<file path="config.mk">
export PLATFORM = sky130hd
export DESIGN_NAME = key_click_long_press_detector_unit
export DESIGN_NICKNAME = d
export VERILOG_FILES = /design/src/sv/kclpd_pkg.sv /design/src/sv/kclpd_key_cell.sv /design/src/sv/kclpd_result_reg.sv /design/src/sv/key_click_long_press_detector_unit.sv
export SDC_FILE = /design/constraint.sdc
export NUM_CORES = 1
export LEC_CHECK = 0
export BUFFER_PORTS_ARGS = -buffer_cell sky130_fd_sc_hd__clkbuf_2
export CORE_MARGIN = 3
export CORE_UTILIZATION = 40
export CTS_BUF_LIST = sky130_fd_sc_hd__clkbuf_4
export DETAILED_ROUTE_END_ITERATION = 16
export SLEW_MARGIN = 10
export SYNTH_ARGS = -nofsm -noshare
export SYNTH_HDL_FRONTEND = slang
export SYNTH_SLANG_ARGS = --single-unit
export TNS_END_PERCENT = 1
</file>
<file path="constraint.sdc">
create_clock -name i_clk -period 5 [get_ports i_clk]
set_clock_uncertainty 0.15 [all_clocks]
set_input_delay 0.75 -clock i_clk [delete_from_list [all_inputs] [get_ports i_clk]]
set_output_delay 0.75 -clock i_clk [all_outputs]
set_load 0.005 [all_outputs]
</file>
<file path="src/sv/kclpd_pkg.sv">
// Shared constants and types for the key click / long-press detector
package kclpd_pkg;

    localparam int NUM_KEYS_DEF   = 4;
    localparam int TIMER_BITS_DEF = 16;
    localparam int RAW_BITS       = 4;
    localparam int OUT_BITS       = 4;
    localparam int DT_BITS        = 8;
    localparam int CFG_BITS       = 16;
    localparam int CFG_IDX_BITS   = 1;

    localparam logic [CFG_BITS-1:0] DEBOUNCE_RST   = 16'd20;
    localparam logic [CFG_BITS-1:0] LONG_PRESS_RST = 16'd1000;

    typedef enum logic [CFG_IDX_BITS-1:0] {
        CFG_DEBOUNCE   = 1'b0,
        CFG_LONG_PRESS = 1'b1
    } t_cfg_idx;

    // per-key result of one sample
    typedef struct packed {
        logic click;
        logic long_press;
        logic stable;
    } t_key_evt;

endpackage

</file>
<file path="src/sv/kclpd_key_cell.sv">
// Per-key debounce, hold timers and click / long-press decision
module kclpd_key_cell
    import kclpd_pkg::*;
#(
    parameter int TIMER_BITS = TIMER_BITS_DEF
) (
    input  logic                i_clk,
    input  logic                i_rst_n,
    input  logic                i_en,
    input  logic                i_raw,
    input  logic [DT_BITS-1:0]  i_dt,
    input  logic [CFG_BITS-1:0] i_debounce,
    input  logic [CFG_BITS-1:0] i_long_press,
    output t_key_evt            o_evt
);

    localparam int CMP_BITS = (TIMER_BITS > CFG_BITS) ? TIMER_BITS : CFG_BITS;

    logic                  r_raw_pressed, n_raw_pressed;
    logic [TIMER_BITS-1:0] r_raw_hold, n_raw_hold;
    logic                  r_last_stable, n_last_stable;
    logic [TIMER_BITS-1:0] r_stable_hold, n_stable_hold;
    logic                  r_long_fired, n_long_fired;

    logic [TIMER_BITS:0]   raw_sum;
    logic [TIMER_BITS:0]   stable_sum;
    logic [TIMER_BITS-1:0] raw_sat;
    logic [TIMER_BITS-1:0] stable_sat;
    logic                  stable;

    // saturating timer increments
    assign raw_sum    = {1'b0, r_raw_hold} + (TIMER_BITS+1)'(i_dt);
    assign stable_sum = {1'b0, r_stable_hold} + (TIMER_BITS+1)'(i_dt);
    assign raw_sat    = raw_sum[TIMER_BITS] ? '1 : raw_sum[TIMER_BITS-1:0];
    assign stable_sat = stable_sum[TIMER_BITS] ? '1 : stable_sum[TIMER_BITS-1:0];

    always_comb begin
        n_raw_pressed = i_raw;
        n_raw_hold    = '0;
        if (i_raw && r_raw_pressed) begin
            n_raw_hold = raw_sat;
        end

        stable = n_raw_pressed && (CMP_BITS'(n_raw_hold) >= CMP_BITS'(i_debounce));

        n_last_stable   = stable;
        n_stable_hold   = r_stable_hold;
        n_long_fired    = r_long_fired;
        o_evt.click      = 1'b0;
        o_evt.long_press = 1'b0;
        o_evt.stable     = stable;

        if (stable != r_last_stable) begin
            if (stable) begin
                n_stable_hold = '0;
                n_long_fired  = 1'b0;
            end else begin
                o_evt.click = !r_long_fired;
            end
        end else if (stable) begin
            n_stable_hold = stable_sat;
            if (!r_long_fired &&
                (CMP_BITS'(stable_sat) >= CMP_BITS'(i_long_press))) begin
                o_evt.long_press = 1'b1;
                n_long_fired     = 1'b1;
            end
        end
    end

    always_ff @(posedge i_clk) begin
        if (!i_rst_n) begin
            r_raw_pressed <= 1'b0;
            r_raw_hold    <= '0;
            r_last_stable <= 1'b0;
            r_stable_hold <= '0;
            r_long_fired  <= 1'b0;
        end else if (i_en) begin
            r_raw_pressed <= n_raw_pressed;
            r_raw_hold    <= n_raw_hold;
            r_last_stable <= n_last_stable;
            r_stable_hold <= n_stable_hold;
            r_long_fired  <= n_long_fired;
        end
    end

endmodule

</file>
<file path="src/sv/kclpd_result_reg.sv">
// Result register: packs per-key events into the output transaction
module kclpd_result_reg
    import kclpd_pkg::*;
#(
    parameter int NUM_KEYS = NUM_KEYS_DEF
) (
    input  logic                i_clk,
    input  logic                i_rst_n,
    input  logic                i_load,
    input  logic [NUM_KEYS-1:0] i_click,
    input  logic [NUM_KEYS-1:0] i_long_press,
    input  logic [NUM_KEYS-1:0] i_stable,
    input  logic                i_stall,
    output logic                o_ready,
    output logic                o_valid,
    output logic [OUT_BITS-1:0] o_click_keys,
    output logic [OUT_BITS-1:0] o_long_press_keys,
    output logic [OUT_BITS-1:0] o_stable_keys,
    output logic                o_any_stable,
    output logic                o_key_event
);

    logic                r_valid;
    logic [OUT_BITS-1:0] r_click, r_long, r_stable;
    logic                r_any, r_event;
    logic [OUT_BITS-1:0] n_click, n_long, n_stable;

    // keys past the output width are dropped, missing keys read as zero
    for (genvar j = 0; j < OUT_BITS; j++) begin : g_fold
        if (j < NUM_KEYS) begin : g_key
            assign n_click[j]  = i_click[j];
            assign n_long[j]   = i_long_press[j];
            assign n_stable[j] = i_stable[j];
        end else begin : g_none
            assign n_click[j]  = 1'b0;
            assign n_long[j]   = 1'b0;
            assign n_stable[j] = 1'b0;
        end
    end

    assign o_ready = !r_valid || !i_stall;

    always_ff @(posedge i_clk) begin
        if (!i_rst_n) begin
            r_valid <= 1'b0;
        end else if (o_ready) begin
            r_valid <= i_load;
        end
    end

    always_ff @(posedge i_clk) begin
        if (i_load) begin
            r_click  <= n_click;
            r_long   <= n_long;
            r_stable <= n_stable;
            r_any    <= |i_stable;
            r_event  <= |(i_click | i_long_press);
        end
    end

    assign o_valid           = r_valid;
    assign o_click_keys      = r_click;
    assign o_long_press_keys = r_long;
    assign o_stable_keys     = r_stable;
    assign o_any_stable      = r_any;
    assign o_key_event       = r_event;

endmodule

</file>
<file path="src/sv/key_click_long_press_detector_unit.sv">
// Top level of the key click / long-press detector
// Each input transaction is one sample of the raw key levels plus the milliseconds since the
// previous sample; it yields exactly one output transaction with the clicks, long presses and
// debounced state of that sample. A sample is captured in an input register, then one shallow
// pass of per-key saturating adds and threshold compares updates the key state and fills the
// result register; a new sample is taken every cycle as long as the output side keeps up. The
// user must write thresholds through the configuration port while idle; it is not enforced.
module key_click_long_press_detector_unit
    import kclpd_pkg::*;
#(
    parameter int NUM_KEYS   = NUM_KEYS_DEF,
    parameter int TIMER_BITS = TIMER_BITS_DEF
) (
    input  logic                    i_clk,
    input  logic                    i_rst_n,
    input  logic                    i_valid,
    output logic                    o_stall,
    input  logic [RAW_BITS-1:0]     i_raw_keys,
    input  logic [DT_BITS-1:0]      i_elapsed_ms,
    output logic                    o_valid,
    input  logic                    i_stall,
    output logic [OUT_BITS-1:0]     o_click_keys,
    output logic [OUT_BITS-1:0]     o_long_press_keys,
    output logic [OUT_BITS-1:0]     o_stable_keys,
    output logic                    o_any_stable,
    output logic                    o_key_event,
    input  logic                    i_cfg_we,
    input  logic [CFG_IDX_BITS-1:0] i_cfg_index,
    input  logic [CFG_BITS-1:0]     i_cfg_data
);

    logic [CFG_BITS-1:0] r_debounce;
    logic [CFG_BITS-1:0] r_long_press;

    logic                r_in_valid;
    logic [RAW_BITS-1:0] r_raw;
    logic [DT_BITS-1:0]  r_dt;

    logic                out_ready;
    logic                advance;
    logic                in_accept;
    logic [NUM_KEYS-1:0] key_raw;
    logic [NUM_KEYS-1:0] key_click;
    logic [NUM_KEYS-1:0] key_long;
    logic [NUM_KEYS-1:0] key_stable;

    always_ff @(posedge i_clk) begin
        if (!i_rst_n) begin
            r_debounce   <= DEBOUNCE_RST;
            r_long_press <= LONG_PRESS_RST;
        end else if (i_cfg_we) begin
            case (t_cfg_idx'(i_cfg_index))
                CFG_DEBOUNCE:   r_debounce   <= i_cfg_data;
                CFG_LONG_PRESS: r_long_press <= i_cfg_data;
                default: ;
            endcase
        end
    end

    assign advance   = r_in_valid && out_ready;
    assign o_stall   = !i_rst_n || (r_in_valid && !out_ready);
    assign in_accept = i_valid && !o_stall;

    always_ff @(posedge i_clk) begin
        if (!i_rst_n) begin
            r_in_valid <= 1'b0;
        end else if (in_accept) begin
            r_in_valid <= 1'b1;
        end else if (advance) begin
            r_in_valid <= 1'b0;
        end
    end

    always_ff @(posedge i_clk) begin
        if (in_accept) begin
            r_raw <= i_raw_keys;
            r_dt  <= i_elapsed_ms;
        end
    end

    for (genvar i = 0; i < NUM_KEYS; i++) begin : g_keys
        t_key_evt evt;

        if (i < RAW_BITS) begin : g_raw
            assign key_raw[i] = r_raw[i];
        end else begin : g_no_raw
            assign key_raw[i] = 1'b0;
        end

        kclpd_key_cell #(
            .TIMER_BITS(TIMER_BITS)
        ) u_cell (
            .i_clk        (i_clk),
            .i_rst_n      (i_rst_n),
            .i_en         (advance),
            .i_raw        (key_raw[i]),
            .i_dt         (r_dt),
            .i_debounce   (r_debounce),
            .i_long_press (r_long_press),
            .o_evt        (evt)
        );

        assign key_click[i]  = evt.click;
        assign key_long[i]   = evt.long_press;
        assign key_stable[i] = evt.stable;
    end

    kclpd_result_reg #(
        .NUM_KEYS(NUM_KEYS)
    ) u_result (
        .i_clk             (i_clk),
        .i_rst_n           (i_rst_n),
        .i_load            (advance),
        .i_click           (key_click),
        .i_long_press      (key_long),
        .i_stable          (key_stable),
        .i_stall           (i_stall),
        .o_ready           (out_ready),
        .o_valid           (o_valid),
        .o_click_keys      (o_click_keys),
        .o_long_press_keys (o_long_press_keys),
        .o_stable_keys     (o_stable_keys),
        .o_any_stable      (o_any_stable),
        .o_key_event       (o_key_event)
    );

endmodule

</file>
Word level (Yosys, flattened, before mapping). Cells that the tools add are included.

Bits in registers: 200. Output and inout bits: 16. Logic and storage cells: 158.

Reductions and logical operators: 43. Add/subtract/negate cells: 8. Bitwise gates (word level): 2. Eq/ne operators: 4. Order comparisons: 8. Mux-type cells: 62.

Operators with widths (count): 16-bit two-way mux (24); 16-bit by 8-bit adder with 17-bit output (8); 16-bit >= comparator (8); 1-bit two-way mux (38); 1-bit logical AND (15); 2-bit AND reduction (6); 3-bit AND reduction (4); 2-bit nonzero test (5); 1-bit logical NOT (9); 4-bit OR reduction (2); 1-bit != test (4); 4-bit OR (1); 1-bit logical OR (2); 1-bit NOT (1).

Logic depth before layout (Yosys ltp). Gate-level depths: netlist of the first run.

Depth after elaboration: 9. Mapped depth: 22. Gate-level depth less buffers: 17.

Cells and area by module. A second synthesis of the first run with hierarchy kept.

Cells, all modules: 2005. Area, all modules: 16279.4 um2.

Modules (own cells, without submodules): kclpd_key_cell at g_keys[0].u_cell ... (cells an instance 454, times used 2, area an instance 3493.4 um2); kclpd_key_cell at g_keys[3].u_cell (cells an instance 462, times used 1, area an instance 3587.2 um2); kclpd_key_cell at g_keys[1].u_cell (cells an instance 460, times used 1, area an instance 3507.1 um2); key_click_long_press_detector_unit (cells an instance 153, times used 1, area an instance 1719.1 um2); kclpd_result_reg (cells an instance 22, times used 1, area an instance 479.2 um2).

Worst setup path after synthesis of the first run. Ideal clock, no wire load.

Kind: reg2reg. Start: register r_dt[1]. End: register u_result.r_any (netlist: u_result.o_any_stable), data pin. Buffers on the path: 3. Period minus slack after synthesis: 4.609 ns. Arrival: 4.187 ns. Slack: 0.391 ns. Setup time: 0.272 ns. Cell stages (with the launch flop): 19. Cells stage by stage: edfxtp_1 fa_1 a21oi_1 o21a_1 o21ai_1 and3_1 buf_2 and2_1 buf_2 buf_2 o21ai_0 ha_1 nand2b_1 a21o_1 a211oi_1 o31ai_1 a22oi_1 inv_1 or4_1.

RTL lines: start: declaration (line key_click_long_press_detector_unit.sv:37) `logic [DT_BITS-1:0] r_dt;`; start signal: assignment (line key_click_long_press_detector_unit.sv:77) `r_dt <= i_elapsed_ms;`; end signal: assignment (line kclpd_result_reg.sv:56) `r_any <= |i_stable;`; end: declaration (line kclpd_result_reg.sv:25) `logic r_any, r_event;`.

==> results of run 1 <==
==> cell usage after synthesis (5+ instances only) <==
library cell and n:
dfxtp_1 174, nand2_1 226, o21a_1 22, xnor2_1 31
nor4_1 13, a211oi_1 37, and4_1 12, a31oi_1 40
and2_1 10, o21bai_1 13, mux2i_1 6, a221oi_1 6
nand4_1 19, fa_1 8, a41oi_1 6, o211ai_1 27
o221a_2 12, inv_1 67, a32o_1 6, nand2b_1 16
a211o_1 5, a21o_1 44, edfxtp_1 26, or2_2 6
nor3_1 60, o21ai_0 77, a21oi_1 208, or3_1 6
o21ai_1 6, a21boi_0 5, clkbuf_1 57, ha_1 192
a311oi_1 5, nor2_1 142, buf_1 13, nand3_1 83
nor2b_1 10, o31ai_1 17, buf_2 18, xor2_1 30
and3_1 21, a41o_1 5
==> where the power goes <==
group	internal, uW	total (uW)	switching [uW]
clock	278	960	681
sequential	1660	1680	20.9
combinational	137	412	275
total	2070	3050	977
==> placed cells by master, fill, tap and decap left out, drive strengths merged, types with 6 or more instances in the layout <==
master / instances
o31ai: 18
o21bai: 14
nand4: 20
buf: 59
o21a: 22
and2: 13
a311oi: 6
o211ai: 27
nor2b: 10
a21o: 44
o221a: 12
and4: 12
nand2b: 17
inv: 79
or2: 7
nand2: 228
edfxtp: 26
or3: 7
and3: 23
a32o: 6
o21ai: 84
xnor2: 31
nor3: 62
a31oi: 40
mux2i: 6
nor4: 14
ha: 192
xor2: 30
clkbuf: 66
a211oi: 39
dfxtp: 174
fa: 8
a221oi: 6
a41oi: 6
a21oi: 209
nor2: 142
nand3: 83
==> flip-flops by register name, indices dropped and copies added (netlist names) <==
name and flops:
u_result.o_long_press_keys 4, r_long_press 16, u_result.o_any_stable 1, g_keys.u_cell.r_stable_hold 64
u_result.o_click_keys 4, u_result.o_valid 1, u_result.o_stable_keys 4, g_keys.u_cell.r_raw_hold 64
g_keys.u_cell.r_last_stable 4, u_result.o_key_event 1, g_keys.u_cell.r_long_fired 4, r_dt 8
g_keys.u_cell.r_raw_pressed 4, key_raw 4, r_debounce 16, r_in_valid 1
==> metal layers <==
metal / part of all wire / up-vias
met4: 0.029 / 0
met3: 0.051 / 75
met2: 0.46 / 401
li1: - / 6961
met5: 0 / -
met1: 0.46 / 6663
==> stage by stage <==
| stage | hold slack [ns] | setup TNS, ns |
|---|---|---|
| 6_report | 0.0782 | 0 |
| 5_1_grt | 0.0457 | -0.00381 |
| 4_1_cts | 0.0491 | 0 |
| 3_5_place_dp | 0.297 | 0 |
| 3_3_place_gp | 0.292 | 0 |
| 2_1_floorplan | 0.286 | 0 |
==> cells by family after synthesis <==
family / after synthesis / share of synthesized area
xor+xnor: 61 / 0.0357
compound gates: 583 / 0.253
flops: 200 / 0.285
fa+ha+maj: 200 / 0.171
buf+inv: 159 / 0.0426
mux: 8 / 0.00552
simple gates: 652 / 0.207
==> cell type report <==
class,instances,share of cell area
clock inverters,15,0.0106
well taps,468,0.0361
clock buffers,17,0.00786
repair buffers,108,0.0439
inverters,68,0.0159
multi-input cells,1504,0.623
flip-flops and latches,200,0.263
diodes,2,0.000308
==> critical path, cell delays in order, from the launching register on <==
cell and delay, ns:
edfxtp_1 0.48, buf_4 0.22, ha_1 0.35, a21o_1 0.14, a21oi_1 0.12, nand2b_4 0.18, a211oi_2 0.50, nand2_1 0.19
buf_4 0.21, a31oi_1 0.23, nor2b_1 0.24, ha_1 0.26, o21ai_0 0.36, inv_1 0.14, and2_0 0.23, or4_1 0.50
==> path summary, 6_finish.rpt <==
| check | startpoint | endpoint | cells after the start |
|---|---|---|---|
| setup / recovery | r_dt[2] | u_result.o_any_stable | 15 |
| hold / removal | i_elapsed_ms[5] | r_dt[5] | 1 |
| setup reg to reg | r_dt[2] | u_result.o_any_stable | 15 |
| hold reg to reg | r_debounce[1] | r_debounce[1] | 2 |
==> timing repair <==
item | in CTS | in global routing
endpoints found under the setup margin | 0 | 50
endpoints found under the hold margin | 0 | 0
setup buffers | 0 | 1
gates resized for setup | 0 | 13
==> impl_metrics.env, run 1 <==
export IMPL_regArea_um2=4260
export IMPL_arrival_ns=5.02
export IMPL_use_met2=0.381
export IMPL_clock_fmax_ghz=0.211
export IMPL_antenna_left=0
export IMPL_syn2layout_area_growth_pct=8.49
export IMPL_vias=14100
export IMPL_dpl_cell_area_um2=15900
export IMPL_maxSlewHeadroom=0.212
export IMPL_utilization=0.441
export IMPL_cts_tree="built"
export IMPL_dp_cells=2347
export IMPL_p_leak_uw=0.00677
export IMPL_ir_drop_mv=0.143
export IMPL_dieArea_um2=39800
export IMPL_ys_types=86
export IMPL_grt_max_degree=79
export IMPL_period_minus_slack_ns=4.74
export IMPL_avgRoutedWirePerCell_um=19.3
export IMPL_fillers=3689
export IMPL_die_h_um=199
export IMPL_antenna_found_initial=1
export IMPL_end_kind="register"
export IMPL_crit_type="register to register"
export IMPL_syn_instance_count=1863
export IMPL_grt_use_met3=0.0298
export IMPL_synth_area_leaders="dfxtp_1 23%, ha_1 16%, a21oi_1 7.0%, nand2_1 5.7%, edfxtp_1 5.2%"
export IMPL_drive_above_1_share=0.104
export IMPL_drt_pre_antenna_iters=6
export IMPL_synthArstFlopShare=0
export IMPL_clock_latency_ns=0.68
export IMPL_hold_viol=0
export IMPL_cts_num_sinks=200
export IMPL_ys_seq_area_frac=0.285
export IMPL_finalSetupViolCount=0
export IMPL_cts_buffer_depth=2
export IMPL_startpoint_type="register"
export IMPL_drt_iter0_markers=1001
export IMPL_powerDensity_nw_per_um2=188
export IMPL_start_util=0.407
export IMPL_avgSynthCellArea_um2=8.03
export IMPL_grt_busiest_layer="met2"
export IMPL_wl_um=46100
export IMPL_hold_class="input pin to register"
export IMPL_grt_pass1_wl_um=73400
export IMPL_drv_cap=0
export IMPL_drcViolationCount=0
export IMPL_row_count=70
export IMPL_worstPathRequired_ns=5.29
export IMPL_syn_num_nets=2097
export IMPL_gp_congestion=0.917
export IMPL_instances_no_fill=2382
export IMPL_cts_buffers=17
export IMPL_grt_setup_unrepaired="true"
export IMPL_hold_buffers=0
export IMPL_slew_violations=0
export IMPL_multi_input_area_um2=10100
export IMPL_synth_top_area_share=0.233
export IMPL_nets=2133
export IMPL_finalInstanceArea_um2=16200
export IMPL_num_io_pins=50
export IMPL_tightest_slew_ns=1.18
export IMPL_cts_htree_levels=4
export IMPL_status="finished, final reports clean"
export IMPL_syn_area_um2=15000
export IMPL_grt_use_met1=0.324
export IMPL_fin_ws_ns=0.261
export IMPL_synth_flop_cell="dfxtp_1"
export IMPL_portBuffers=49
export IMPL_yosys_warnings=0
export IMPL_cts_root_buf="clkbuf_4"
export IMPL_grtUsageTotal=0.235
export IMPL_period_share=0.948
export IMPL_place_ws_ns=0.0902
export IMPL_path_max_fanout=7
export IMPL_finalPower_uw=3050
export IMPL_synth_edf_count=26
export IMPL_coreArea_um2=36800
export IMPL_grt_pass1_vias=13400
export IMPL_viasPerCell=5.92
export IMPL_ff2ff_setup_slack_ns=0.26
export IMPL_synth_top_cell_by_area="dfxtp_1"
export IMPL_dp_hpwl_um=33700
export IMPL_grt_overflow=0
export IMPL_synth_seq_cells=200
export IMPL_die_width_um=199
export IMPL_clkTransAtPathRegs_ns=0.20
Note: power is estimated with default switching activity, not from simulation.
==> inputs of run 2 (changes only) <==
--- a/config.mk
+++ b/config.mk
@@ -10,6 +10,7 @@
 export CORE_UTILIZATION = 40
 export CTS_BUF_LIST = sky130_fd_sc_hd__clkbuf_4
 export DETAILED_ROUTE_END_ITERATION = 16
+export HOLD_SLACK_MARGIN = 0.08
 export SLEW_MARGIN = 10
 export SYNTH_ARGS = -nofsm -noshare
 export SYNTH_HDL_FRONTEND = slang
==> run 2 against run 1 <==
Largest power group unchanged. Sequential share of layout area is 0.097 points lower. Sequential power is essentially flat. Largest cell class unchanged. Count of clock-buffer cells in the layout unchanged.
==> impl_metrics.env, run 2 (synthesis results as in run 1) <==
export IMPL_grt_pass1_wl_um=73700
export IMPL_cts_buffers=17
export IMPL_clkTransAtPathRegs_ns=0.19
export IMPL_arrival_ns=5.00
export IMPL_gp_congestion=0.917
export IMPL_row_count=70
export IMPL_clock_fmax_ghz=0.211
export IMPL_portBuffers=49
export IMPL_drcViolationCount=0
export IMPL_die_h_um=199
export IMPL_path_max_fanout=9
export IMPL_finalSetupViolCount=0
export IMPL_antenna_left=0
export IMPL_grt_max_degree=79
export IMPL_maxSlewHeadroom=0.218
export IMPL_grtUsageTotal=0.235
export IMPL_dieArea_um2=39800
export IMPL_vias=14200
export IMPL_antenna_found_initial=1
export IMPL_start_util=0.407
export IMPL_startpoint_type="register"
export IMPL_fin_ws_ns=0.272
export IMPL_period_share=0.946
export IMPL_cts_num_sinks=200
export IMPL_hold_viol=0
export IMPL_crit_type="register to register"
export IMPL_drive_above_1_share=0.104
export IMPL_clock_latency_ns=0.67
export IMPL_die_width_um=199
export IMPL_end_kind="register"
export IMPL_worstPathRequired_ns=5.27
export IMPL_grt_pass1_vias=13500
export IMPL_hold_class="input pin to register"
export IMPL_avgRoutedWirePerCell_um=19.4
export IMPL_intPower_uw=2070
export IMPL_grt_overflow=0
export IMPL_top_regs="g_keys.u_cell.r_raw_hold: 64 flops, g_keys.u_cell.r_stable_hold: 64 flops"
export IMPL_slew_violations=0
export IMPL_fillers=3679
export IMPL_wl_um=46200
export IMPL_nets=2139
export IMPL_status="finished, final reports clean"
export IMPL_num_io_pins=50
export IMPL_final_cell_mix="225 x nand2_1, 206 x a21oi_1, 192 x ha_1"
export IMPL_power_frac_seq=0.550
export IMPL_powerDensity_nw_per_um2=187
export IMPL_layout_commonest_cell="nand2_1"
export IMPL_p_comb_frac=0.136
export IMPL_dp_hpwl_um=33700
export IMPL_p_clk_frac=0.314
export IMPL_drv_cap=0
export IMPL_drt_iter0_markers=1005
export IMPL_grt_setup_unrepaired="true"
export IMPL_p_sw_uw=974
export IMPL_p_leak_uw=0.00679
export IMPL_place_ws_ns=0.0902
export IMPL_coreArea_um2=36800
export IMPL_cts_root_buf="clkbuf_4"
export IMPL_period_minus_slack_ns=4.73
export IMPL_viasPerCell=5.93
export IMPL_ir_drop_mv=0.138
export IMPL_cts_htree_levels=4
export IMPL_drt_pre_antenna_iters=5
export IMPL_tns_ns=0
export IMPL_cts_buffer_depth=2
export IMPL_tightest_slew_ns=1.17
export IMPL_syn2layout_area_growth_pct=8.89
export IMPL_cts_tree="built"
export IMPL_sw_frac_of_total=0.319
[run 2: cell types whose count changed in the layout (fill, tap and decap cells not counted)]
cell	change
dlygate4sd3_1	+6
[run 2: metrics by stage]
stage / utilization / hold WS, ns / cell area (um^2) / std cells / total power (uW)
global placement: 0.432 / 0.292 / 15900 / 2347 / 2110
floorplan: - / 0.286 / 15000 / 1863 / 1960
detailed placement: 0.432 / 0.297 / 15900 / 2347 / 2110
global route: 0.443 / 0.0804 / 16300 / 2388 / 3200
CTS: 0.441 / 0.0825 / 16200 / 2385 / 3080
finish: 0.443 / 0.121 / 16300 / 2388 / 3050
[run 2: routing by layer]
metal / up-vias / GRT usage / share of wire
li1: 6971 / - / -
met1: 6702 / 0.324 / 0.46
met2: 421 / 0.383 / 0.46
met3: 73 / 0.0298 / 0.051
met4: 0 / 0.0796 / 0.029
met5: - / 0 / 0
[run 2: worst max-delay path: stages, from the launching register on]
cell	delay, ns
edfxtp_1	0.47
buf_4	0.22
ha_1	0.34
a21o_1	0.16
a21oi_2	0.09
o21ai_1	0.32
nand2_2	0.24
nor4_4	0.41
buf_4	0.22
nor2_1	0.04
nor2_1	0.09
ha_1	0.25
o21ai_0	0.15
a21oi_1	0.06
o31ai_1	0.24
a21oi_1	0.15
o21ai_0	0.19
buf_4	0.19
inv_1	0.06
or4_1	0.45
[run 2: repair_timing]
action,CTS,global route
setup endpoints to repair,0,50
endpoints found under the hold margin,6,0
setup buffers,0,1
gates resized for setup,0,13
hold buffers,6,0
[run 2: worst paths after layout]
| path | startpoint | endpoint | slack (ns) | cells after the start |
|---|---|---|---|---|
| min | i_elapsed_ms[3] | r_dt[3] | 0.12 | 1 |
| min reg2reg | r_debounce[1] | r_debounce[1] | 0.32 | 2 |
| max | r_dt[2] | u_result.o_any_stable | 0.27 | 19 |
| max reg2reg | r_dt[2] | u_result.o_any_stable | 0.27 | 19 |
[run 2: layout make-up]
type	instances	area [um^2]	share of cell area
clock buffers	17	128	0.00783
flip-flops and latches	200	4260	0.262
multi-input cells	1504	10100	0.620
repair buffers	114	773	0.0474
diodes	2	5.00	0.000307
clock inverters	15	171	0.0105
inverters	68	258	0.0158
well taps	468	586	0.0359
[run 2: power by group through the flow]
stage	sequential (uW)	combinational [uW]	clock (uW)
finish	1680	416	956
global route	1680	462	1050
CTS	1680	409	990
detailed placement	1710	403	0
global placement	1710	395	0
floorplan	1700	257	0
==> inputs of run 3 (changes only) <==
--- a/config.mk
+++ b/config.mk
@@ -7,10 +7,11 @@
 export LEC_CHECK = 0
 export BUFFER_PORTS_ARGS = -buffer_cell sky130_fd_sc_hd__clkbuf_2
 export CORE_MARGIN = 3
-export CORE_UTILIZATION = 40
+export CORE_UTILIZATION = 50
 export CTS_BUF_LIST = sky130_fd_sc_hd__clkbuf_4
 export DETAILED_ROUTE_END_ITERATION = 16
 export HOLD_SLACK_MARGIN = 0.08
+export PLACE_DENSITY = 0.66
 export SLEW_MARGIN = 10
 export SYNTH_ARGS = -nofsm -noshare
 export SYNTH_HDL_FRONTEND = slang
==> constraint.sdc (replaced) <==
create_clock -name i_clk -period 5.79 [get_ports i_clk]
set_clock_uncertainty 0.15 [all_clocks]
set_input_delay 0.8685 -clock i_clk [delete_from_list [all_inputs] [get_ports i_clk]]
set_output_delay 0.8685 -clock i_clk [all_outputs]
set_load 0.005 [all_outputs]
==> run 3 against run 2 <==
Setup slack better by 0.095 ns. Die area down 19%. Power fell by 14%. Via count fell by 2.0%. Design area decreased by 2.9%. Sequential power fell by 14%. Register-to-register slack improved by 0.09 ns. Sequential share of layout area up 0.77 points. Flip-flop and latch count stayed put. Critical path type unchanged. Largest cell class unchanged. Largest power group unchanged. Highest routed layer unchanged.
==> impl_metrics.env, run 3 (synthesis results as in run 1) <==
export IMPL_viasPerCell=6.13
export IMPL_dp_hpwl_um=31300
export IMPL_startpoint_type="register"
export IMPL_maxSlewHeadroom=0.237
export IMPL_multi_input_area_um2=10100
export IMPL_cts_buffer_depth=2
export IMPL_grt_max_degree=70
export IMPL_crit_family="simple AND/OR/NAND/NOR gates"
export IMPL_drt_pre_antenna_iters=6
export IMPL_clkTransAtPathRegs_ns=0.22
export IMPL_drt_iter0_markers=960
export IMPL_drcViolationCount=0
export IMPL_cp_cell_sequence="ha_1 > a21oi_1 > o21a_1 > o21ai_1 > and3_1 > and2_1 > nor2_1 > nor2_1 > ha_1 > a21oi_1 > o21ai_0 > nor4_1 > o31ai_1 > a22oi_1 > inv_1 > or4_1"
export IMPL_row_count=62
export IMPL_status="finished, final reports clean"
export IMPL_path_max_fanout=16
export IMPL_holdPathStages=1
export IMPL_drive_above_1_share=0.0815
export IMPL_clock_latency_ns=0.65
export IMPL_cts_buffers=17
export IMPL_tns_ns=0
export IMPL_tightest_slew_ns=1.14
export IMPL_finalPower_uw=2620
export IMPL_powerDensity_nw_per_um2=165
export IMPL_die_width_um=179
export IMPL_drv_cap=0
export IMPL_cp_depth=16
export IMPL_p_leak_uw=0.00658
export IMPL_coreArea_um2=29100
export IMPL_wl_um=43400
export IMPL_num_io_pins=50
export IMPL_end_kind="register"
export IMPL_grtUsageTotal=0.272
export IMPL_nets=2098
export IMPL_critical_path_max_stage_delay_ns=0.70
export IMPL_dp_cells=2227
export IMPL_layout_commonest_cell="nand2_1"
export IMPL_ir_drop_mv=0.126
export IMPL_gp_congestion=0.885
export IMPL_clock_fmax_ghz=0.184
export IMPL_antenna_found_initial=2
export IMPL_arrival_ns=5.68
export IMPL_cts_root_buf="clkbuf_4"
export IMPL_dieArea_um2=32000
export IMPL_regArea_um2=4260
export IMPL_die_h_um=179
export IMPL_grt_setup_unrepaired="false"
export IMPL_fillers=2828
export IMPL_final_cell_mix="225 x nand2_1, 208 x a21oi_1, 192 x ha_1"
export IMPL_syn2layout_area_growth_pct=5.77
export IMPL_start_util=0.514
export IMPL_worstPathRequired_ns=6.05
export IMPL_cp_slowest_cell="edfxtp_1"
export IMPL_grt_pass1_wl_um=68500
export IMPL_hold_class="input pin to register"
export IMPL_grt_overflow=0
export IMPL_instances_no_fill=2263
export IMPL_crit_type="register to register"
export IMPL_cts_htree_levels=4
export IMPL_top_regs="g_keys.u_cell.r_raw_hold: 64 flops, g_keys.u_cell.r_stable_hold: 64 flops"
export IMPL_critPathBufInv=1
export IMPL_vias=13900
export IMPL_antenna_left=0
export IMPL_period_share=0.937
export IMPL_grt_pass1_vias=13100
export IMPL_ff2ff_path_depth=16
export IMPL_hold_viol=0
export IMPL_cts_resized=0
export IMPL_cts_num_sinks=200
export IMPL_avgRoutedWirePerCell_um=19.2
export IMPL_period_minus_slack_ns=5.42
export IMPL_slew_violations=0
export IMPL_portBuffers=49
export IMPL_finalSetupViolCount=0
export IMPL_cts_tree="built"
==> run 3: area by class of cell <==
cell class,count,share of cell area
multi-input combinational,1504,0.636
sequential,200,0.269
tap,384,0.0304
timing repair buffer,73,0.0277
inverter,68,0.0163
clock inverter,15,0.0120
clock buffer,17,0.00806
antenna,2,0.000316
==> run 3: worst paths after layout <==
kind              slack [ns]          start                     to
setup reg to reg        0.37        r_dt[2]  u_result.o_any_stable
hold reg to reg         0.32  r_debounce[8]          r_debounce[8]
setup / recovery        0.37        r_dt[2]  u_result.o_any_stable
hold / removal          0.22  i_raw_keys[0]             key_raw[0]
==> run 3: per-stage QoR <==
stage	cell area [um^2]	worst slack [ns]	hold WS (ns)	utilization
CTS	15800	0.308	0.181	0.543
finish	15800	0.367	0.220	0.544
global placement	15500	0.434	0.293	0.532
detailed placement	15500	0.312	0.297	0.532
floorplan	15000	1.18	0.286	-
global route	15800	0.0268	0.182	0.544
==> run 3: what timing repair did <==
item,in CTS,in global routing
hold buffers,0,0
setup buffers,0,2
setup endpoints to repair,0,4
==> run 3: routing by layer <==
layer / track usage / wire (um) / up-vias
li1: - / - / 6886
met3: 0.0385 / 2380 / 76
met1: 0.364 / 19600 / 6521
met4: 0.0880 / 1430 / 0
met2: 0.452 / 20000 / 397
met5: 0 / 0 / -
==> run 3: power breakdown <==
part           switching (uW)  internal [uW]
sequential               24.5           1430
clock                     616            213
combinational             222            112
